==> src/rtl/core/dsfd_pkg.sv <==
// Shared types, constants and helpers for the DSF to DoP / native DSD framer.
// No dependencies; every other file of the block but dsfd_ram refers to it by scoped name.
package dsfd_pkg;

  localparam int MAX_BLOCK_BYTES = 4096;

  localparam int CFG_INDEX_W = 1;
  localparam int CFG_DATA_W  = 13;

  // configuration register indexes
  localparam logic [CFG_INDEX_W-1:0] CFG_DOP_MODE    = 1'b0;
  localparam logic [CFG_INDEX_W-1:0] CFG_BLOCK_BYTES = 1'b1;

  // input operation codes
  localparam logic OP_DATA    = 1'b0;
  localparam logic OP_PREROLL = 1'b1;

  localparam logic [7:0] MARK_FIRST  = 8'h05;
  localparam logic [7:0] MARK_SECOND = 8'hFA;

  // one frame request handed from the front end to the back end
  typedef struct packed {
    logic        preroll;    // silent marker frame, store data unused
    logic        dop;        // DoP framing, else native 32-bit
    logic        marker_sel; // 0: MARK_FIRST, 1: MARK_SECOND
    logic        half;       // DoP: which byte pair of the stored word
    logic        block_end;
    logic [31:0] right_raw;  // right bytes as received, oldest in the top byte
  } frame_t;

  function automatic logic [7:0] rev8(input logic [7:0] v);
    logic [7:0] r;
    for (int i = 0; i < 8; i++) begin
      r[i] = v[7-i];
    end
    return r;
  endfunction

  function automatic logic [31:0] rev_bytes(input logic [31:0] w);
    return {rev8(w[31:24]), rev8(w[23:16]), rev8(w[15:8]), rev8(w[7:0])};
  endfunction

endpackage

==> src/rtl/core/dsfd_queue.sv <==
// Four-entry request queue between front and back end.
// Depends on dsfd_pkg for the frame request type.
module dsfd_queue #(
  parameter int AddrW = 10
) (
  input  logic             clk_i,
  input  logic             rst_ni,
  input  logic             push_i,
  input  dsfd_pkg::frame_t push_frame_i,
  input  logic [AddrW-1:0] push_addr_i,
  output logic             full_o,
  output logic             valid_o,
  output dsfd_pkg::frame_t frame_o,
  output logic [AddrW-1:0] addr_o,
  input  logic             pop_i
);

  localparam int Depth = 4;
  localparam int PtrW  = $clog2(Depth);

  dsfd_pkg::frame_t frame_q [Depth];
  logic [AddrW-1:0] addr_q  [Depth];
  logic [PtrW-1:0]  wptr_q, rptr_q;
  logic [PtrW:0]    count_q;

  assign full_o  = (count_q == (PtrW+1)'(Depth));
  assign valid_o = (count_q != '0);
  assign frame_o = frame_q[rptr_q];
  assign addr_o  = addr_q[rptr_q];

  always_ff @(posedge clk_i) begin
    if (push_i) begin
      frame_q[wptr_q] <= push_frame_i;
      addr_q[wptr_q]  <= push_addr_i;
    end
  end

  always_ff @(posedge clk_i or negedge rst_ni) begin
    if (!rst_ni) begin
      wptr_q  <= '0;
      rptr_q  <= '0;
      count_q <= '0;
    end else begin
      if (push_i) begin
        wptr_q <= wptr_q + 1'b1;
      end
      if (pop_i) begin
        rptr_q <= rptr_q + 1'b1;
      end
      if (push_i && !pop_i) begin
        count_q <= count_q + 1'b1;
      end else if (pop_i && !push_i) begin
        count_q <= count_q - 1'b1;
      end
    end
  end

endmodule

==> config.mk <==
export PLATFORM = sky130hd
export DESIGN_NAME = dsfd_queue
export DESIGN_NICKNAME = d
export VERILOG_FILES = /design/src/rtl/core/dsfd_pkg.sv /design/src/rtl/core/dsfd_queue.sv
export SDC_FILE = /design/constraint.sdc
export NUM_CORES = 1
export LEC_CHECK = 0
export BUFFER_PORTS_ARGS = -buffer_cell sky130_fd_sc_hd__buf_2
export CORE_ASPECT_RATIO = 0.6
export CORE_MARGIN = 4
export CORE_UTILIZATION = 50
export CTS_CLUSTER_DIAMETER = 120
export DETAILED_ROUTE_END_ITERATION = 10
export PLACE_DENSITY = 0.75
export REMOVE_ABC_BUFFERS = 1
export SLEW_MARGIN = 20
export SYNTH_ARGS = -nofsm -noshare
export SYNTH_HDL_FRONTEND = slang
export SYNTH_SLANG_ARGS = --single-unit
==> constraint.sdc <==
create_clock -name clk_i -period 2.8 [get_ports clk_i]
set_input_delay 0.56 -clock clk_i [delete_from_list [all_inputs] [get_ports clk_i]]
set_output_delay 0.56 -clock clk_i [all_outputs]
set_load 0.01 [all_outputs]
After elaboration in Yosys (flattened, before gate mapping). Memory sizes are Yosys's and may differ from the RTL's. Cells that the tools add are included.

Input port bits: 51. Bits in read-only memories: 0. Word-level logic and storage cells: 20. Bits in latches: 0. Memories: 2. Flip-flop bits (word level): 7. Memory bits (writable): 188.

Bitwise operators: 0. Eq/ne operators: 1. Multipliers: 0. Reductions and logical operators: 6. Divide/modulo/power cells: 0. Multiplexer cells: 4. Shift operators: 0. Add/subtract/negate cells: 4. Magnitude comparators: 0.

Memories: frame_q (words 4, bits a word 37, read ports 1, clocked after Yosys merged registers in 0, write ports 1, line dsfd_queue.sv:21) `dsfd_pkg::frame_t frame_q [Depth];`; addr_q (words 4, bits a word 10, read ports 1, clocked after Yosys merged registers in 0, write ports 1, line dsfd_queue.sv:22) `logic [AddrW-1:0] addr_q [Depth];`.

Operators by type and width (number): $mux 3 (2); $add 2x1->2 const B (2); $add 3x1->3 const B (1); $eq 3x3->1 const B (1); $reduce_bool 3->1 (1); $sub 3x1->3 const B (1); $logic_and 1x1->1 (2); $logic_not 1->1 (2); $mux 1 (2); $reduce_bool 2->1 (1).

Longest topological paths before layout. Gate-level depths: netlist of the first run.

Depth after elaboration: 4. Mapped depth: 7. Gate-level depth less buffers: 7.

Worst setup path before layout of the first run. OpenSTA, ideal clock, no wires.

Path kind: reg-to-reg. From: register wptr_q[0]. To: memory addr_q[2][0] (enable). Clock period less this slack: 2.149 ns. Arrival time: 1.740 ns. Library setup time: 0.409 ns. Stages on the path, launching flop included: 4. Setup slack: 0.651 ns. Cells stage by stage: dfrtp_1 -> inv_1 -> ha_1 -> and2_1.

RTL lines: start, declared (line dsfd_queue.sv:23) `logic [PtrW-1:0] wptr_q, rptr_q;`; start signal, assigned (line dsfd_queue.sv:45) `wptr_q <= wptr_q + 1'b1;`; end, declared (line dsfd_queue.sv:22).

Straight into the memory's write port.

==> results of run 1 <==
## timing repair
action	4_1_cts	5_1_grt
resized for setup	0	0
hold buffers	1	0
hold endpoints to repair	7	0
## final cells by class
cell class,instances,share of cell area (%)
Timing Repair Buffer,113,7.34
Clock buffer,17,4.97
Sequential cell,195,68.1
Inverter,4,0.175
Clock inverter,15,1.74
Multi-Input combinational cell,70,14.9
Tap cell,192,2.81
## worst min-delay path by stage
stage,depth (start not counted),slack (ns),to,from
after global routing,1,0.34,frame_q[3][8],push_frame_i[8]
after global placement,1,0.41,count_q[1],rst_ni
after floorplan,0,0.26,count_q[0],rst_ni
after CTS,1,0.34,frame_q[2][20],push_frame_i[20]
after detailed placement,1,0.42,rptr_q[0],rst_ni
final,1,0.35,frame_q[2][8],push_frame_i[8]
## stage by stage
stage	utilization, %	TNS [ns]	setup slack [ns]	hold slack [ns]	cell area [um2]
after detailed placement	57.5	0	0.621	0.419	7970
after floorplan	-	-18.78	-0.464	0.264	7100
final	61.7	0	0.226	0.350	8560
after CTS	61.7	0	0.166	0.338	8560
after global routing	61.7	0	0.0995	0.342	8560
after global placement	57.5	0	0.646	0.406	7970
## worst max-delay path, cell delays in order (launching register included)
cell	delay [ns]
dfrtp_4	0.42
buf_4	0.41
mux4_2	0.60
buf_2	0.16
## layout by cell type, fill, tap and decap left out, drive strengths merged
cell,instances
dfrtp,7
clkinvlp,3
nor3b,1
nand2,2
nor2,1
dlygate4sd3,1
clkinv,6
ha,5
and2,4
mux2,1
edfxtp,188
inv,9
xnor2,2
bufinv,1
mux4,47
buf,112
or3,1
o21ai,1
fa,1
clkbuf,17
xor2,4
## power breakdown
| part | leakage (nW) | switching (mW) | internal, mW | total [mW] |
|---|---|---|---|---|
| combinational | 0.891 | 1.36 | 1.21 | 2.57 |
| clock | 0.276 | 1.06 | 1.25 | 2.31 |
| sequential | 1.81 | 0.181 | 3.82 | 4.00 |
| total | 2.97 | 2.60 | 6.29 | 8.89 |
## metal layers
layer,share of wire (%),wire (um),GRT usage [%],vias to the layer above
met5,0.32,40,0,-
li1,-,-,-,1429
met2,47,5860,24.6,94
met3,8.6,1070,6.21,11
met1,44,5480,21.9,1732
met4,0.59,74,3.87,6
## flip-flops by register name (all words and copies together) (netlist names)
| register | cells |
|---|---|
| frame_q | 148 |
| addr_q | 40 |
| count_q | 3 |
| rptr_q | 2 |
| wptr_q | 2 |
## kinds of logic (layout without fill, tap and decap cells)
group	after synthesis	after routing	share of synthesized area [%]
muxes	48	48	15.0
xor gates and xnor gates	6	6	0.730
adders and majority gates	6	6	1.15
DFF	195	195	80.8
and+or+nand+nor	9	9	0.695
AOI/OAI and AO/OA	1	1	0.0695
buffers and inverters	15	149	1.55
==> summary.md, run 1 <==
| Metric | Value |
|---|---|
| Std cell rows | 33 |
| Via/cell ratio | 5.40 |
| Die height | between 100 and 150 um |
| Core box area | roughly 14000 um2 |
| Worst min path class | in -> reg |
| Worst Path Max Fanout | 24 |
| CTS tree | yes |
| Final Non-Filler Cells | between 600 and 700 |
| Ant diodes | 0 |
| Layout cells sized above 1 | between 40% and 50% |
| Max Fclk | 0.388 GHz |
| Maximum vdd drop | about 530 uV |
| Synthesized area per cell | 25.7 um2 |
| Post-Place Cells | roughly 570 |
| Most used DFF post-synth | edfxtp_1 |
| Slew margin rel. | roughly 66% |
| Critical Path Start Type | register |
| RSZ-0062 raised after global routing | no |
| Clock latency at the later pin of the worst-skew pair | around 0.42 ns |
| Initial Util | between 50% and 60% |
| Period utilization | 91.9% |
| Cts bufs inserted | 17 |
| Pwr dens | 1040 nW/um2 |
| Worst setup path start | rptr_q[0] |
| Global route total overflow | 0 |
| IO Count | 100 |
| Crit. End Element | primary output |
| Static leakage | a little under 3 nW |
| Post-synthesis sequential area ratio | slightly above 80% |
| Final setup viols | 0 |
| Critical R2R Capture | addr_q[0][6] |
| Via Count | between 3k and 4k |
| Die X | 163 um |
| Pin count of the biggest net entering global routing | 26 |
| Drt wl/cell | a little over 20 um |
| CTS max path bufs | 2 |
| Hold Violations, Final | 0 |
| Root buffer cell | clkbuf_16 |
| Synth warnings | 0 |
| Ranking of synthesized cells by area | edfxtp_1, mux4_2, dfrtp_1, ha_1, mux4_1 |
| # fillers | between 900 and 1k |
| CP Capture Point | frame_o[17] |
| Area grow syn2layout | 18.8% |
| Outcome | completed |
| Total GRT Usage | 16.0% |
| CP arrival | between 2 and 2.5 ns |
| Count of final max-slew check failures | 0 |
| Max_cap viols | 0 |
| I/O Buffers | 99 |
| Reg-to-reg critical path startpoint | wptr_q[0] |
| Critical Path RT | between 2 and 2.5 ns |
| Layout Skew | 0.0119 ns |
| Post-synth EDFFs | ~190 |
| Gpl congestion | 0.705 |
| Multi-input combinational cell area | ~1300 um2 |
| Synth top cells by count | edfxtp_1, mux4_2, dfrtp_1 |
| CP Class | reg -> out |
| Htree depth | 4 |
| Setup slack, reg-to-reg | between 0.8 and 0.9 ns |
| Post-Syn Instances | 280 |
| Die area | 16400 um2 |
| Initial DRC count | roughly 260 |
| DPL Wire Length | approximately 8.0 mm |
| Area share of the largest cell type after synthesis | 78.4% |
| Least-Margin Pin Slew | between 0.5 and 0.6 ns |
| Worst-path clk slew | roughly 0.070 ns |
| Unique masters post-synth | 21 |
| Drt drc | 0 |
| Final Power | between 8 and 9 mW |
| Synth Register Bits | just under 200 |
| Vias in the first global route | 3395 |
| Post-CTS Setup Inserts | 0 |
| CTS sink cnt | 195 |
| FF/Latch Area | approximately 5800 um2 |
| First-pass GRT wire length | ~19 mm |
| Routed Antenna Nets | 0 |
| FF-to-FF path depth | 4 |
| Count leader, synth | edfxtp_1 |
| Synth area leader | edfxtp_1 |
| Final wirelength | about 13 mm |
| Ys async rst share | approximately 3.6% |
| Mapped cell area | between 7000 and 8000 um2 |
| Tmin final | around 2.6 ns |
| Initial antenna violation count | 3 |
| Initial DRT Pass Iterations | 5 |
| Nets | about 460 |
(Power assumes the default switching activity.)
==> run 2, diff against run 1 <==
ABC_AREA = 1   (was unset)
PLACE_DENSITY = 0.74   (was 0.75)
==> summary.md, run 2 <==
| Metric | Value |
|---|---|
| Initial antenna violation count | 1 (-2) |
| Post-Place Cells | 879 (+53%) |
| Synth Area in Compound Gates | 11.9% (+12 points) |
| CTS sink cnt | 195 (unchanged) |
| Clock share of power | 23.5% (-2.5 points) |
| Slack of the critical path | 0.379 ns (+0.153 ns) |
| Layout cells sized above 1 | 28.3% (-19 points) |
| Post-CTS Setup Inserts | 0 (unchanged) |
| Count of final max-slew check failures | 0 (unchanged) |
| Synth top cells by count | edfxtp_1, nand2_1, inv_1 |
| Drt wl/cell | 17.3 um (-16%) |
| Cts bufs inserted | 17 (unchanged) |
| Nets | 753 (+64%) |
| Top Registers | frame_q x148, addr_q x40, count_q x3 |
| DPL Wire Length | 9.70 mm (+22%) |
| Max FFs per register | 148 (unchanged) |
| Synth area leader | edfxtp_1 |
| Final Non-Filler Cells | 912 (+50%) |
| Largest family of logic cells by synthesized area | compound AO/OA/AOI/OAI gates |
| CTS max path bufs | 2 (unchanged) |
| CP Class | reg -> out |
| Switching part of the total | 36.3% (+7.1 points) |
| Vias in the first global route | 4855 (+43%) |
| Most frequent cells in the layout | edfxtp_1, nand2_1, inv_1 |
| Post-synthesis mux area share | 0% (-15 points) |
| Setup slack, reg-to-reg | 0.97 ns (+0.09 ns) |
| Synth warnings | 0 (unchanged) |
| Ranking of synthesized cells by area | edfxtp_1, o211ai_2, nand2_1, inv_1, o211ai_1 |
| Worst Path Max Fanout | 70 (+190%) |
| Least-Margin Pin Slew | 0.632 ns (+0.115 ns) |
| Critical Path Start Type | register |
| Hold Violations, Final | 0 (unchanged) |
| Std cell rows | 35 (+6.1%) |
| Pin count of the biggest net entering global routing | 71 (+170%) |
| Hold path startpoint | push_frame_i[9] |
| Share of total power in combinational logic | 35.7% (+6.8 points) |
| Period utilization | 86.5% (-5.5 points) |
| Initial Util | 52.1% (+0.21 points) |
| Setup WS pre-CTS | 0.830 ns (+0.209 ns) |
| Initial DRC count | 289 (+12%) |
| Post-Synth Adder-Cell Area | 1.01% (-0.14 points) |
| Critical R2R Capture | frame_q[2][20] |
| Count leader, synth | edfxtp_1 |
| Synth Register Bits | 195 (unchanged) |
| Critical Path RT | 2.24 ns (about the same) |
| Most used DFF post-synth | edfxtp_1 |
| Commonest non-fill, non-tap cell in the layout | edfxtp_1 |
| IO Count | 100 (unchanged) |
| First-pass GRT wire length | 25.3 mm (+32%) |
| Slowest stage delay, CP | 0.62 ns (+0.02 ns) |
| Slew margin rel. | 57.9% (-7.7 points) |
| Power Internal | 6.34 mW (+0.81%) |
| Crit. End Element | primary output |
| Simple-gate area share of the yosys netlist | 7.37% (+6.7 points) |
| Post-Syn Instances | 597 (+110%) |
| CTS tree | yes |
| Via/cell ratio | 5.14 (-4.9%) |
| Global route total overflow | 0 (unchanged) |
| Post-synth EDFFs | 188 (unchanged) |
| Final wirelength | 15.8 mm (+26%) |
| XOR/XNOR Fraction of Synth Area | 0.429% (-0.30 points) |
| Worst-path clk slew | 0.07 ns (about the same) |
| Layout Skew | 0.00849 ns (-0.00341 ns) |
| Mapped cell area | 8170 um2 (+13%) |
| Die X | 173 um (+6.2%) |
| Unique masters post-synth | 21 (unchanged) |
| Reg-to-reg critical path startpoint | wptr_q[0] |
| Area share of the largest cell type after synthesis | 69.1% (-9.3 points) |
| Crit path top cell by count | nand2_1 |
| Worst min path class | in -> reg |
| Area grow syn2layout | 15.2% |
| Max_cap viols | 0 (unchanged) |
| Buf/Inv on CP | 2 (unchanged) |
| Total GRT Usage | 17.6% (+1.7 points) |
| WHS Path Cells | 1 (unchanged) |
| Routed Antenna Nets | 0 (unchanged) |
| Delay-heaviest family, CP | flip-flops |
| I/O Buffers | 99 (unchanged) |
| Hold EP | frame_q[0][9] |
| Synthesized area per cell | 13.7 um2 (-47%) |
| Final setup viols | 0 (unchanged) |
| Gpl congestion | 0.762 (+8.1%) |
| Core box area | 15700 um2 (+13%) |
| Maximum vdd drop | 588 uV (+10%) |
| Sw power | 3.62 mW (+39%) |
| Slowest cell on crit path | dfrtp_4 |
| Root buffer cell | clkbuf_16 |
| Pwr dens | 1060 nW/um2 (+1.8%) |
| Ant diodes | 0 (unchanged) |
| Static leakage | 3.86 nW (+30%) |
| RSZ-0062 raised after global routing | no |
| Die area | 18500 um2 (+13%) |
| Max Fclk | 0.413 GHz (+6.3%) |
| FF-to-FF path depth | 5 (+1) |
| Initial DRT Pass Iterations | 5 (unchanged) |
| Outcome | completed |
| Clock latency at the later pin of the worst-skew pair | 0.42 ns (about the same) |
| Htree depth | 4 (unchanged) |
| CP arrival | 1.86 ns (-0.15 ns) |
| Seq pwr share | 40.8% (-4.3 points) |
| Die height | 107 um (+6.0%) |
| Ys async rst share | 3.59% (unchanged) |
| Drt drc | 0 (unchanged) |
| Biggest register | frame_q |
| Tmin final | 2.42 ns (-0.153 ns) |
| CP Cell Sequence | buf_12, nand2_1, o211ai_1, nand2_1, buf_2 |
| Post-synthesis sequential area ratio | 71.3% (-9.6 points) |
| Via Count | 4684 (+43%) |
## run 2: worst register-to-register path: stages (launching register included)
cell     delay [ns]
dfrtp_1        0.43
inv_1          0.10
ha_1           0.15
nand2_1        0.06
inv_2          0.37
buf_4          0.39
## run 2: how the worst max path moves through the flow
stage	slack, ns	startpoint	end	depth (start not counted)
global placement	0.85	rptr_q[1]	addr_o[7]	4
floorplan	-2.10	rptr_q[0]	addr_o[0]	2
finish	0.38	rptr_q[0]	frame_o[22]	5
global route	0.25	rptr_q[1]	addr_o[7]	4
CTS	0.37	rptr_q[0]	frame_o[22]	5
detailed placement	0.83	rptr_q[0]	frame_o[22]	5
## run 2: cell type report
type                       instances  area, um2
clock buffer                      17        425
clock inverter                    15        149
tap                              203        254
inverter                         106        398
multi-input combinational        264       1690
timing repair buffer             112        671
sequential                       195       5830
fill                            1195       6260
## run 2: cells by family after synthesis
kind of cell	Yosys count
flops	195
simple gates	159
buf+inv	138
compound gates	95
fa+ha+maj	6
xor+xnor	4
## run 2: through the flow
stage / hold slack [ns] / power [mW] / utilization, % / instance area, um2 / setup TNS [ns]
floorplan: 0.264 / 6.10 / - / 7910 / -101.58
global placement: 0.402 / 7.57 / 56.3 / 8830 / 0
detailed placement: 0.408 / 7.71 / 56.3 / 8830 / 0
CTS: 0.335 / 10.1 / 60.0 / 9410 / 0
global route: 0.333 / 10.6 / 60.0 / 9410 / 0
finish: 0.348 / 9.95 / 60.0 / 9410 / 0
## run 2: metal layers
layer	track usage, %	vias to the layer above	part of all wire [%]
li1	-	2258	-
met4	4.27	2	0.74
met1	23.2	2270	43
met5	0	-	0.070
met2	28.9	139	48
met3	5.57	15	7.8
## run 2: power groups by stage
stage	registers, mW	logic (mW)	clock network [mW]
6_report	4.06	3.55	2.34
3_3_place_gp	4.09	3.48	0
4_1_cts	4.06	3.61	2.39
2_1_floorplan	4.35	1.76	0
3_5_place_dp	4.13	3.59	0
5_1_grt	4.10	3.95	2.54
## run 2: repair_timing
item                                   4_1_cts  5_1_grt
hold buffers                                 1        0
resized for setup                            0        0
endpoints found under the hold margin        7        0
