===== src/rtl/core/dsfd_pkg.sv =====
// Shared types, constants and helpers for the DSF to DoP / native DSD framer.
// No dependencies; every other file of the block but dsfd_ram refers to it by scoped name.
package dsfd_pkg;

  localparam int MAX_BLOCK_BYTES = 4096;

  localparam int CFG_INDEX_W = 1;
  localparam int CFG_DATA_W  = 13;

  // configuration register indexes
  localparam logic [CFG_INDEX_W-1:0] CFG_DOP_MODE    = 1'b0;
  localparam logic [CFG_INDEX_W-1:0] CFG_BLOCK_BYTES = 1'b1;

  // input operation codes
  localparam logic OP_DATA    = 1'b0;
  localparam logic OP_PREROLL = 1'b1;

  localparam logic [7:0] MARK_FIRST  = 8'h05;
  localparam logic [7:0] MARK_SECOND = 8'hFA;

  // one frame request handed from the front end to the back end
  typedef struct packed {
    logic        preroll;    // silent marker frame, store data unused
    logic        dop;        // DoP framing, else native 32-bit
    logic        marker_sel; // 0: MARK_FIRST, 1: MARK_SECOND
    logic        half;       // DoP: which byte pair of the stored word
    logic        block_end;
    logic [31:0] right_raw;  // right bytes as received, oldest in the top byte
  } frame_t;

  function automatic logic [7:0] rev8(input logic [7:0] v);
    logic [7:0] r;
    for (int i = 0; i < 8; i++) begin
      r[i] = v[7-i];
    end
    return r;
  endfunction

  function automatic logic [31:0] rev_bytes(input logic [31:0] w);
    return {rev8(w[31:24]), rev8(w[23:16]), rev8(w[15:8]), rev8(w[7:0])};
  endfunction

endpackage


===== src/rtl/core/dsfd_back.sv =====
// Back end: left-store read, frame assembly and output register.
// Depends on dsfd_pkg for the frame type, markers and bit reversal.
module dsfd_back #(
  parameter int AddrW = 10
) (
  input  logic             clk_i,
  input  logic             rst_ni,
  input  logic             q_valid_i,
  input  dsfd_pkg::frame_t q_frame_i,
  input  logic [AddrW-1:0] q_addr_i,
  output logic             q_pop_o,
  output logic             ram_re_o,
  output logic [AddrW-1:0] ram_raddr_o,
  input  logic [31:0]      ram_rdata_i,
  output logic             out_valid_o,
  input  logic             out_stall_i,
  output logic [31:0]      left_sample_o,
  output logic [31:0]      right_sample_o,
  output logic             block_end_o
);

  logic             r_valid_q;
  dsfd_pkg::frame_t r_frame_q;
  logic             o_valid_q;
  logic [31:0]      left_q, right_q;
  logic             end_q;

  logic        o_take, r_adv;
  logic [7:0]  marker;
  logic [15:0] left_pair;
  logic [31:0] left_d, right_d;

  assign o_take      = !o_valid_q || !out_stall_i;
  assign r_adv       = r_valid_q && o_take;
  assign q_pop_o     = q_valid_i && (!r_valid_q || r_adv);
  assign ram_re_o    = q_pop_o;
  assign ram_raddr_o = q_addr_i;

  always_comb begin
    marker    = r_frame_q.marker_sel ? dsfd_pkg::MARK_SECOND : dsfd_pkg::MARK_FIRST;
    left_pair = r_frame_q.half ? ram_rdata_i[15:0] : ram_rdata_i[31:16];
    priority if (r_frame_q.preroll) begin
      left_d  = {marker, 24'h000000};
      right_d = {marker, 24'h000000};
    end else if (r_frame_q.dop) begin
      left_d  = {marker, dsfd_pkg::rev8(left_pair[15:8]), dsfd_pkg::rev8(left_pair[7:0]),
                 8'h00};
      right_d = {marker, dsfd_pkg::rev8(r_frame_q.right_raw[15:8]),
                 dsfd_pkg::rev8(r_frame_q.right_raw[7:0]), 8'h00};
    end else begin
      left_d  = dsfd_pkg::rev_bytes(ram_rdata_i);
      right_d = dsfd_pkg::rev_bytes(r_frame_q.right_raw);
    end
  end

  always_ff @(posedge clk_i) begin
    if (q_pop_o) begin
      r_frame_q <= q_frame_i;
    end
    if (r_adv) begin
      left_q  <= left_d;
      right_q <= right_d;
      end_q   <= r_frame_q.block_end;
    end
  end

  always_ff @(posedge clk_i or negedge rst_ni) begin
    if (!rst_ni) begin
      r_valid_q <= 1'b0;
      o_valid_q <= 1'b0;
    end else begin
      if (q_pop_o) begin
        r_valid_q <= 1'b1;
      end else if (r_adv) begin
        r_valid_q <= 1'b0;
      end
      if (o_take) begin
        o_valid_q <= r_valid_q;
      end
    end
  end

  assign out_valid_o    = o_valid_q;
  assign left_sample_o  = left_q;
  assign right_sample_o = right_q;
  assign block_end_o    = end_q;

endmodule


===== config.mk =====
export PLATFORM = sky130hd
export DESIGN_NAME = dsfd_back
export DESIGN_NICKNAME = d
export VERILOG_FILES = /design/src/rtl/core/dsfd_pkg.sv /design/src/rtl/core/dsfd_back.sv
export SDC_FILE = /design/constraint.sdc
export NUM_CORES = 1
export LEC_CHECK = 0
export BUFFER_PORTS_ARGS = -buffer_cell sky130_fd_sc_hd__buf_4
export CORE_ASPECT_RATIO = 1.2
export CORE_MARGIN = 2
export CORE_UTILIZATION = 45
export DETAILED_ROUTE_END_ITERATION = 16
export PLACE_DENSITY = 0.73
export SYNTH_ARGS = -nofsm -noshare
export SYNTH_HDL_FRONTEND = slang
export SYNTH_SLANG_ARGS = --single-unit

===== constraint.sdc =====
create_clock -name clk_i -period 8.59 [get_ports clk_i]
set_clock_uncertainty 0.15 [all_clocks]
set_input_delay 0.859 -clock clk_i [delete_from_list [all_inputs] [get_ports clk_i]]
set_output_delay 0.859 -clock clk_i [all_outputs]
set_load 0.02 [all_outputs]

* Word-level counts from Yosys, hierarchy flattened
Index checks and enable logic that the tools add are counted.
** Operators by class
- Add/subtract/negate cells :: 0
- Multiply operators :: 0
- Divide/modulo/power cells :: 0
- Magnitude comparators :: 0
- Equal/unequal tests :: 0
- Shift operators :: 0
- Multiplexer cells :: 8
- Bitwise operators :: 0
- Reduce and logical (&&, ||, !) cells :: 9
** Operator list (count)
- 32-bit 2-to-1 mux :: 4
- 16-bit 2-to-1 mux :: 1
- 8-bit 2-to-1 mux :: 1
- 1-bit logical NOT :: 3
- 1-bit logical AND :: 2
- 1-bit logical OR :: 2
- 1-bit 2-to-1 mux :: 2
- 2-bit nonzero test :: 1
- 2-bit OR reduction :: 1
** Storage, ports and cells
- Bits in registers :: 104
- Latch bits :: 0
- RAM bits :: 0
- ROM bits :: 0
- Output and inout bits :: 78
- Logic and storage cells :: 32
- Memories :: 0

* Logic depth before layout (Yosys ltp)
Gate-level depths: netlist (run 1).
- Depth in word-level cells :: 6
- Gate-level depth with buffers :: 4
- Depth with buffers taken out :: 2

* Worst setup path after synthesis (run 1)
No wires, ideal clock.
- Path type :: input to register
- From :: input out_stall_i
- To :: register end_q, in the netlist block_end_o (enable)
- Library setup time :: 0.587 ns
- Data arrival time :: 5.571 ns
- Path slack :: 2.281 ns
- Cell stages on the path :: 1
- Path buffers :: 0
- Path through :: a21boi_0
** Between the ends
- Word-level cells in the longest chain between the ends :: 3
** RTL lines
- from (decl) :: RTL line dsfd_back.sv:16 : input logic out_stall_i,
- 1-bit logical NOT :: RTL line dsfd_back.sv:33 : assign o_take = !o_valid_q || !out_stall_i;
- 1-bit logical OR :: RTL line dsfd_back.sv:33
- 1-bit logical AND :: RTL line dsfd_back.sv:34 : assign r_adv = r_valid_q && o_take;
- to (signal assigned) :: RTL line dsfd_back.sv:63 : end_q <= r_frame_q.block_end;
- to (decl) :: RTL line dsfd_back.sv:26 : logic end_q;
Every way passes these cells.
A chain may end at the register's enable or synchronous reset.

* Worst setup path after layout (run 1)
- From :: input out_stall_i
- To :: output q_pop_o
** Between the ends
- Word-level cells in the longest chain between the ends :: 5
** RTL lines
- 1-bit logical NOT :: RTL line dsfd_back.sv:33
- 1-bit logical OR :: RTL line dsfd_back.sv:33
- 1-bit logical AND :: RTL line dsfd_back.sv:34
- 1-bit logical OR :: RTL line dsfd_back.sv:35 : assign q_pop_o = q_valid_i && (!r_valid_q || r_adv);
- 1-bit logical AND :: RTL line dsfd_back.sv:35
- to (decl) :: RTL line dsfd_back.sv:11 : output logic q_pop_o,
Every way passes these cells.

==> run metrics, run 1 <==
chip width=91.67 microns; CTS root buf=clkbuf_8; GRT Util Overall=15.80%; Leakage=2.282 nW; Main synth FF type=edfxtp_1; Max Fanout on Critical Path=39; residual DRC count=0; GR Overflow Total=0; core area=8986 sq um; worst hold path type=in2async; cts repair resizes=0; post-synth cell types=20; Comb pwr share=14.6%; drt initial violations=92; # IOs=161; first-pass GRT wire length=11860 microns; Clock power frac=29.1%; Worst Setup Slack, final=5.727 ns; total number of vias=2468; Final Hold Vio Count=0; die height=109.2 microns; Mapped Area=4150 sq um; final setup vio count=0; Clock Tree Buf Depth=2; initial antenna violation count=0; number of diodes=0; Max Cap Violations=0; TritonCTS clock tree=done; power share of the sequential group=56.3%; status=complete, no violations; worst slew pin tran=1.175 ns; post-DP HPWL=5486 microns; max frequency=349.2 MHz; Post-CTS Setup Bufs=0; CTS Buf Count=9; relative slew slack=21.58%; Area contributors post-synth=edfxtp_1 (74%), mux2i_1 (7.7%), nor2_1 (3.0%); kind of critical path=in2out; register area share after synthesis=75.01%; Crit path required time=7.58 ns; nets@finish=463; Area growth, synth to finish=30.51%; top-count cell post-synth=edfxtp_1; share of cells above drive strength 1=42.34%; vias in the first global route=2410; Async S/R FF share, synth=1.923%; setup TNS=0 ns; Top Family by Delay on Critical Path=buffers and inverters; Final ANT Viol Nets=0; crit path launch type=input port; largest net degree at the start of global routing=66; CTS Sinks=104; # hold bufs at CTS=0; critical-path cell list=buf_4, nand3_1, and2_2, buf_4, buf_4; Post-Synthesis Net Count=335; clock-pin slew of the registers on the worst-case setup and hold paths=0.10 ns; number of synthesized register bits=104; pwr dens=204.2 nW/um^2; Worst-Skew Late Latency=0.35 ns; I/O Buffers=140; RePlAce Congestion=0.7952; Sw Pwr=261.8 uW; Post-Place Worst Slack=5.699 ns; Worst path slowest cell=buf_4; Yosys top cell area share=73.80%; Max H-tree Level=3; top post-synthesis cells by count=edfxtp_1 (102), nor2_1 (33), mux2i_1 (32); Initial Util=46.18%; Synth area leader=edfxtp_1; CP most frequent cell=buf_4; worst vdd ir=0.0001246 V; Period Utilization, post-route=33.33%; crit path DAT=1.85 ns; WP buf/inv=3; sw frac=23.68%; Syn Inst Count=252; Rows=38; Slew Limit Fails=0; RSZ-0062 raised after global routing=no; die area=10010 sq um; critical path's largest stage delay=0.40 ns; DRT Pass-1 Iters=4; Post-synth EDFFs=102; overall routed net length=7936 microns; Via density=4.887; synthesis warning total=0; WL/cell=15.71 microns; Syn Area/Cell=16.47 sq um; Power Internal=843.9 uW; minimum clock period=2.863 ns; CP endpoint kind=primary output
## through the flow
stage | hold WS, ns | utilization, % | instance area (sq um) | total power [mW] | instances
global placement | 0.2540 | 57.87 | 5200 | 0.7935 | 489
finish | 0.1212 | 60.28 | 5416 | 1.106 | 505
CTS | 0.1052 | 60.28 | 5416 | 1.117 | 505
floorplan | 0.2503 | - | 4150 | 0.7280 | 252
detailed placement | 0.2627 | 57.87 | 5200 | 0.7977 | 489
global route | 0.09635 | 60.28 | 5416 | 1.149 | 505
## power groups by stage
stage          clock network, mW  logic, mW  registers [mW]
2_1_floorplan                  0     0.0608           0.667
3_3_place_gp                   0      0.160           0.634
3_5_place_dp                   0      0.163           0.634
4_1_cts                    0.330      0.164           0.623
5_1_grt                    0.350      0.173           0.626
6_report                   0.322      0.161           0.622
## cell type report
cell class | count | area, sq um
well taps | 120 | 150.1
repair buffers | 144 | 1081
fillers | 690 | 3570
clock inverters | 7 | 92.59
multi-input cells | 121 | 855.8
clock buffers | 9 | 123.9
flip-flops and latches | 104 | 3113
## cells by family (layout without fill, tap and decap cells)
group,Yosys count,count (layout),share of synthesized area (%)
flops,104,104,75.01
simple gates,54,54,6.090
mux,32,32,7.718
buf+inv,27,160,4.673
compound gates,35,35,6.512
## final timing paths
| path | start | to | slack [ns] | depth (start not counted) |
|---|---|---|---|---|
| min in group clk_i | r_frame_q[32] | block_end_o | 0.28 | 0 |
| max in group asynchronous | rst_ni | r_valid_q | 8.08 | 1 |
| min reg2reg | r_frame_q[32] | block_end_o | 0.28 | 0 |
| min | rst_ni | out_valid_o | 0.12 | 1 |
| max reg2reg | r_frame_q[36] | left_sample_o[28] | 6.13 | 3 |
| max | out_stall_i | q_pop_o | 5.73 | 5 |
## sequential cells by signal (all words and copies together) (netlist names)
| register | count |
|---|---|
| block_end_o | 1 |
| left_sample_o | 32 |
| out_valid_o | 1 |
| r_frame_q | 37 |
| r_valid_q | 1 |
| right_sample_o | 32 |
## routing by layer
layer  GRT usage [%]  vias to the layer above  part of all wire (%)
met5               0                        -                     0
met4           7.684                        0                   2.5
met3           2.903                       19                   6.0
met2           27.84                      101                    52
met1           18.72                     1168                    40
li1                -                     1180                     -
## layout by cell type, fill, tap and decap left out, types with 9 or more instances in the layout
cell / Yosys / final
a21o_1: 16 / 16
clkbuf_8: 0 / 9
nor2_1: 33 / 33
mux2i_1: 32 / 32
edfxtp_1: 102 / 102
buf_4: 12 / 144
and2_1: 17 / 16
a211oi_1: 15 / 15
## worst register-to-register path, stage by stage, from the launching register on
cell and delay, ns:
edfxtp_1 0.66, buf_4 0.34, nor2_2 0.90, a21o_1 0.27
No activity file was read; power rests on OpenSTA's default activity.
==> inputs of run 2 (changes only) <==
CORE_UTILIZATION = 44   (was 45)
PLACE_DENSITY = 0.74   (was 0.73)
clock period = 2.59 ns   (was 8.59 ns; I/O delays follow)
==> run metrics, run 2 (synthesis results as in run 1) <==
# hold bufs at CTS=40 (was 0); Initial Util=45.46% (was 46.18%); CP endpoint kind=primary output (unchanged); Via density=4.847 (was 4.887); Max Cap Violations=0 (unchanged); crit path launch type=input port (unchanged); drt initial violations=119 (was 92); RePlAce Congestion=0.8030 (was 0.7952); max frequency=432.5 MHz; GR Overflow Total=0 (unchanged); cts repair resizes=0 (unchanged); first-pass GRT wire length=13820 microns (was 11860 microns); R2R Setup Slk=0.68 ns (was 6.13 ns); nets@finish=507 (was 463); total number of vias=2656 (was 2468); Crit path required time=2.18 ns (was 7.58 ns); number of diodes=0 (unchanged); share of cells above drive strength 1=39.02% (was 42.34%); I/O Buffers=140 (unchanged); Slew Limit Fails=0 (unchanged); CTS root buf=clkbuf_8 (unchanged); minimum clock period=2.312 ns; # IOs=161 (unchanged); post-DP HPWL=5988 microns (was 5486 microns); Util after Layout=63.84% (was 60.28%); worst hold path type=in2reg (was in2async); GRT Util Overall=18.23% (was 15.80%); residual DRC count=0 (unchanged); Period Utilization, post-route=89.27%; pwr dens=621.9 nW/um^2 (was 204.2 nW/um^2); Hold Path Sink=left_sample_o[24]; Post-CTS Setup Bufs=0 (unchanged); status=complete, no violations (unchanged); Max Fanout on Critical Path=29 (was 39); crit path DAT=1.90 ns (was 1.85 ns); die height=110.4 microns (was 109.2 microns); die area=10230 sq um (was 10010 sq um); Most flops, register=r_frame_q (unchanged); initial antenna violation count=0 (unchanged); WL/cell=16.56 microns (was 15.71 microns); Clock Tree Buf Depth=2 (unchanged); Area growth, synth to finish=40.43% (was 30.51%); hold path depth=2; overall routed net length=9077 microns (was 7936 microns); leading cell type in the layout, fill and taps excluded=buf_4 (unchanged); Final ANT Viol Nets=0 (unchanged); setup TNS=0 ns (unchanged); Leakage=2.464 nW (was 2.282 nW); max reg flops=37 (unchanged); worst slew pin tran=0.6814 ns (was 1.175 ns); RSZ-0062 raised after global routing=no (unchanged); largest net degree at the start of global routing=66 (unchanged); Min Hold Slack=0.03274 ns (was 0.1212 ns); Hold Path Origin=ram_rdata_i[31]; Final Hold Vio Count=0 (unchanged); final setup vio count=0 (unchanged); core area=9129 sq um (was 8986 sq um); chip width=92.66 microns (was 91.67 microns); kind of critical path=in2out (unchanged); Reg2Reg Depth=3 (unchanged); r2r endpoint=right_sample_o[0] (was left_sample_o[28]); Rows=38 (unchanged); Pwr Total=3.625 mW (was 1.106 mW); relative slew slack=54.57% (was 21.58%); DRT Pass-1 Iters=4 (unchanged); CTS Sinks=104 (unchanged); r2r startpoint=r_frame_q[35] (was r_frame_q[36]); most frequent cells in the layout=buf_4 (147), edfxtp_1 (102), dlygate4sd3_1 (40) (was buf_4 (144), edfxtp_1 (102), nor2_1 (33)); Max H-tree Level=3 (unchanged); clock-pin slew of the registers on the worst-case setup and hold paths=0.09 ns (was 0.10 ns); worst vdd ir=0.0003620 V (was 0.0001246 V); TritonCTS clock tree=done (unchanged); Worst-Skew Late Latency=0.36 ns (was 0.35 ns); vias in the first global route=2773 (was 2410); CTS Buf Count=9 (unchanged)
-- run 2: cell count changes in the layout (fill, tap and decap cells not counted), sizes merged --
cell / before / now
dlygate4sd3: 0 / 40
buf: 144 / 148
clkinv: 2 / 5
inv: 2 / 0
bufinv: 2 / 1
clkinvlp: 1 / 0
-- run 2: where the power goes --
part           leakage (nW)  switching (mW)  internal, mW
logic                  1.35           0.316         0.291
clock network        0.0965           0.521         0.439
registers              1.02          0.0483          2.01
total                  2.46           0.885          2.74
-- run 2: critical path: stages --
cell and delay [ns]:
dlygate4sd3_1 0.54, buf_4 0.15, nand3_1 0.07, and2_2 0.60
buf_4 0.26
-- run 2: per-layer routing --
metal,global-route usage (%),part of all wire (%)
met5,0,0
met4,9.034,2.4
met3,4.623,7.1
met2,32.01,52
met1,20.92,38
-- run 2: area by class of cell --
class                      count  area [sq um]
clock inverter                 6         61.31
sequential                   104          3113
timing repair buffer         188          1524
fill                         669          3301
clock buffer                   9         123.9
tap                          120         150.1
multi-input combinational    121         855.8
-- run 2: stage by stage --
| step | area (sq um) | worst slack (ns) | std cells |
|---|---|---|---|
| final | 5828 | 0.2780 | 548 |
| after global routing | 5828 | 0.1724 | 548 |
| after CTS | 5828 | 0.2556 | 548 |
| after detailed placement | 5243 | 0.6597 | 493 |
| after global placement | 5243 | 0.7227 | 493 |
| after floorplan | 4161 | 0.1806 | 252 |
-- run 2: worst max-delay path by stage --
stage | startpoint | end | slack [ns] | cells past startpoint
final | out_stall_i | q_pop_o | 0.28 | 5
after floorplan | out_valid_o | ram_re_o | 0.18 | 3
after detailed placement | out_valid_o | r_frame_q[36] | 0.66 | 3
after global placement | out_valid_o | r_frame_q[36] | 0.72 | 3
after global routing | out_stall_i | q_pop_o | 0.17 | 5
after CTS | out_stall_i | q_pop_o | 0.26 | 5
==> inputs of run 3 (changes only) <==
CORE_MARGIN = 4   (was 2)
==> run metrics, run 3 (synthesis results as in run 1) <==
total number of vias=2620 (was 2656); CP most frequent cell=buf_4 (unchanged); RSZ-0062 raised after global routing=no (unchanged); Leakage=2.476 nW (was 2.464 nW); first-pass GRT wire length=13860 microns (was 13820 microns); leading cell type in the layout, fill and taps excluded=buf_4 (unchanged); # hold bufs at CTS=40 (unchanged); Period Utilization, post-route=74.45% (was 89.27%); CTS Sinks=104 (unchanged); Final ANT Viol Nets=0 (unchanged); clock-pin slew of the registers on the worst-case setup and hold paths=0.09 ns (about the same); number of diodes=0 (unchanged); chip width=96.66 microns (was 92.66 microns); largest net degree at the start of global routing=66 (unchanged); GRT Util Overall=16.44% (was 18.23%); pwr dens=650.4 nW/um^2 (was 621.9 nW/um^2); vias in the first global route=2701 (was 2773); Max H-tree Level=3 (unchanged); RePlAce Congestion=0.7658 (was 0.8030); overall routed net length=8795 microns (was 9077 microns); most frequent cells in the layout=buf_4 (145), edfxtp_1 (102), dlygate4sd3_1 (40) (was buf_4 (147), edfxtp_1 (102), dlygate4sd3_1 (40)); post-DP HPWL=5865 microns (was 5988 microns); crit path launch type=input port (unchanged); die height=114.4 microns (was 110.4 microns); DR WL met2=4679 microns (was 4750 microns); Post-Place Worst Slack=0.6631 ns (was 0.6597 ns); initial antenna violation count=0 (unchanged); residual DRC count=0 (unchanged); worst slew pin tran=0.7572 ns (was 0.6814 ns); R2R Setup Slk=0.69 ns (was 0.68 ns); DRT Pass-1 Iters=4 (unchanged); WL/cell=16.08 microns (was 16.56 microns); CTS root buf=clkbuf_8 (unchanged); critical-path cell list=dlygate4sd3_1, buf_4, nand3_1, and2_2, buf_4 (unchanged); # IOs=161 (unchanged); CP endpoint kind=primary output (unchanged); DR top layer=met4 (unchanged); Worst path slowest cell=dlygate4sd3_1 (was and2_2); worst vdd ir=0.0004410 V (was 0.0003620 V); Metal-1 WL=3352 microns (was 3462 microns); TritonCTS clock tree=done (unchanged); Area growth, synth to finish=41.27% (was 40.43%); Via density=4.790 (was 4.847); setup TNS=0 ns (unchanged); GR Overflow Total=0 (unchanged); share of cells above drive strength 1=38.64% (was 39.02%); Max Fanout on Critical Path=10 (was 29); met3 WL=563 microns (was 644 microns); Fillers=664 (was 669); Worst-Skew Late Latency=0.36 ns (about the same); crit path DAT=1.52 ns (was 1.90 ns); worst hold path type=in2reg (unchanged); final setup vio count=0 (unchanged); Clock Tree Buf Depth=2 (unchanged); Worst Setup Slack, final=0.6617 ns (was 0.2780 ns); die area=11060 sq um (was 10230 sq um); Max Cap Violations=0 (unchanged); Post-CTS Setup Bufs=0 (unchanged); core area=9129 sq um (unchanged); minimum clock period=1.928 ns (was 2.312 ns); relative slew slack=49.47% (was 54.57%); nets@finish=505 (was 507); Slew Limit Fails=0 (unchanged); Rows=38 (unchanged); Final Hold Vio Count=0 (unchanged); CTS Buf Count=9 (unchanged); max frequency=518.6 MHz (was 432.5 MHz); I/O Buffers=140 (unchanged); status=complete, no violations (unchanged); cts repair resizes=0 (unchanged); drt initial violations=93 (was 119); critical path's largest stage delay=0.54 ns (was 0.60 ns); kind of critical path=in2out (unchanged); Initial Util=45.46% (unchanged); max reg flops=37 (unchanged); Most flops, register=r_frame_q (unchanged); Crit path required time=2.18 ns (about the same)
run 3: cell type report:
| cell class | count | area [sq um] | area share [%] |
|---|---|---|---|
| multi-input cells | 121 | 855.8 | 14.60 |
| well taps | 120 | 150.1 | 2.561 |
| flip-flops and latches | 104 | 3113 | 53.09 |
| clock buffers | 10 | 127.6 | 2.177 |
| repair buffers | 186 | 1509 | 25.74 |
| clock inverters | 6 | 107.6 | 1.835 |
run 3: report_power, final:
part | total [mW] | internal, mW | switching [mW]
registers | 2.05 | 2.01 | 0.0449
logic | 0.601 | 0.289 | 0.312
clock network | 1.16 | 0.639 | 0.519
run 3: routing by layer:
layer / up-vias / GRT usage (%)
met5: - / 0
met2: 106 / 29.01
met4: 0 / 7.210
met3: 18 / 5.302
li1: 1265 / -
met1: 1231 / 18.24
run 3: final timing paths:
kind,from,cells after the start,to
worst max-delay path,out_stall_i,5,ram_re_o
worst min-delay path,ram_rdata_i[25],2,left_sample_o[30]
worst max register to register,r_frame_q[35],3,left_sample_o[26]
worst min register to register,r_frame_q[32],0,block_end_o
max in group asynchronous,rst_ni,2,r_valid_q
min in group asynchronous,rst_ni,2,out_valid_o
run 3: through the flow:
stage,cell area (sq um),utilization [%],total power [mW],hold slack [ns],cells
2_1_floorplan,4161,-,2.404,-0.1866,252
3_3_place_gp,5228,57.26,2.639,-0.1083,491
3_5_place_dp,5228,57.26,2.652,-0.1059,491
4_1_cts,5863,64.23,3.840,0.01265,547
5_1_grt,5863,64.23,3.983,0.005036,547
6_report,5863,64.23,3.814,0.02860,547
run 3: critical path, delay by kind of cell:
kind / cells / cell delay (ns)
AND/OR/NAND/NOR: 2 / 0.37
buffers and inverters: 3 / 0.88
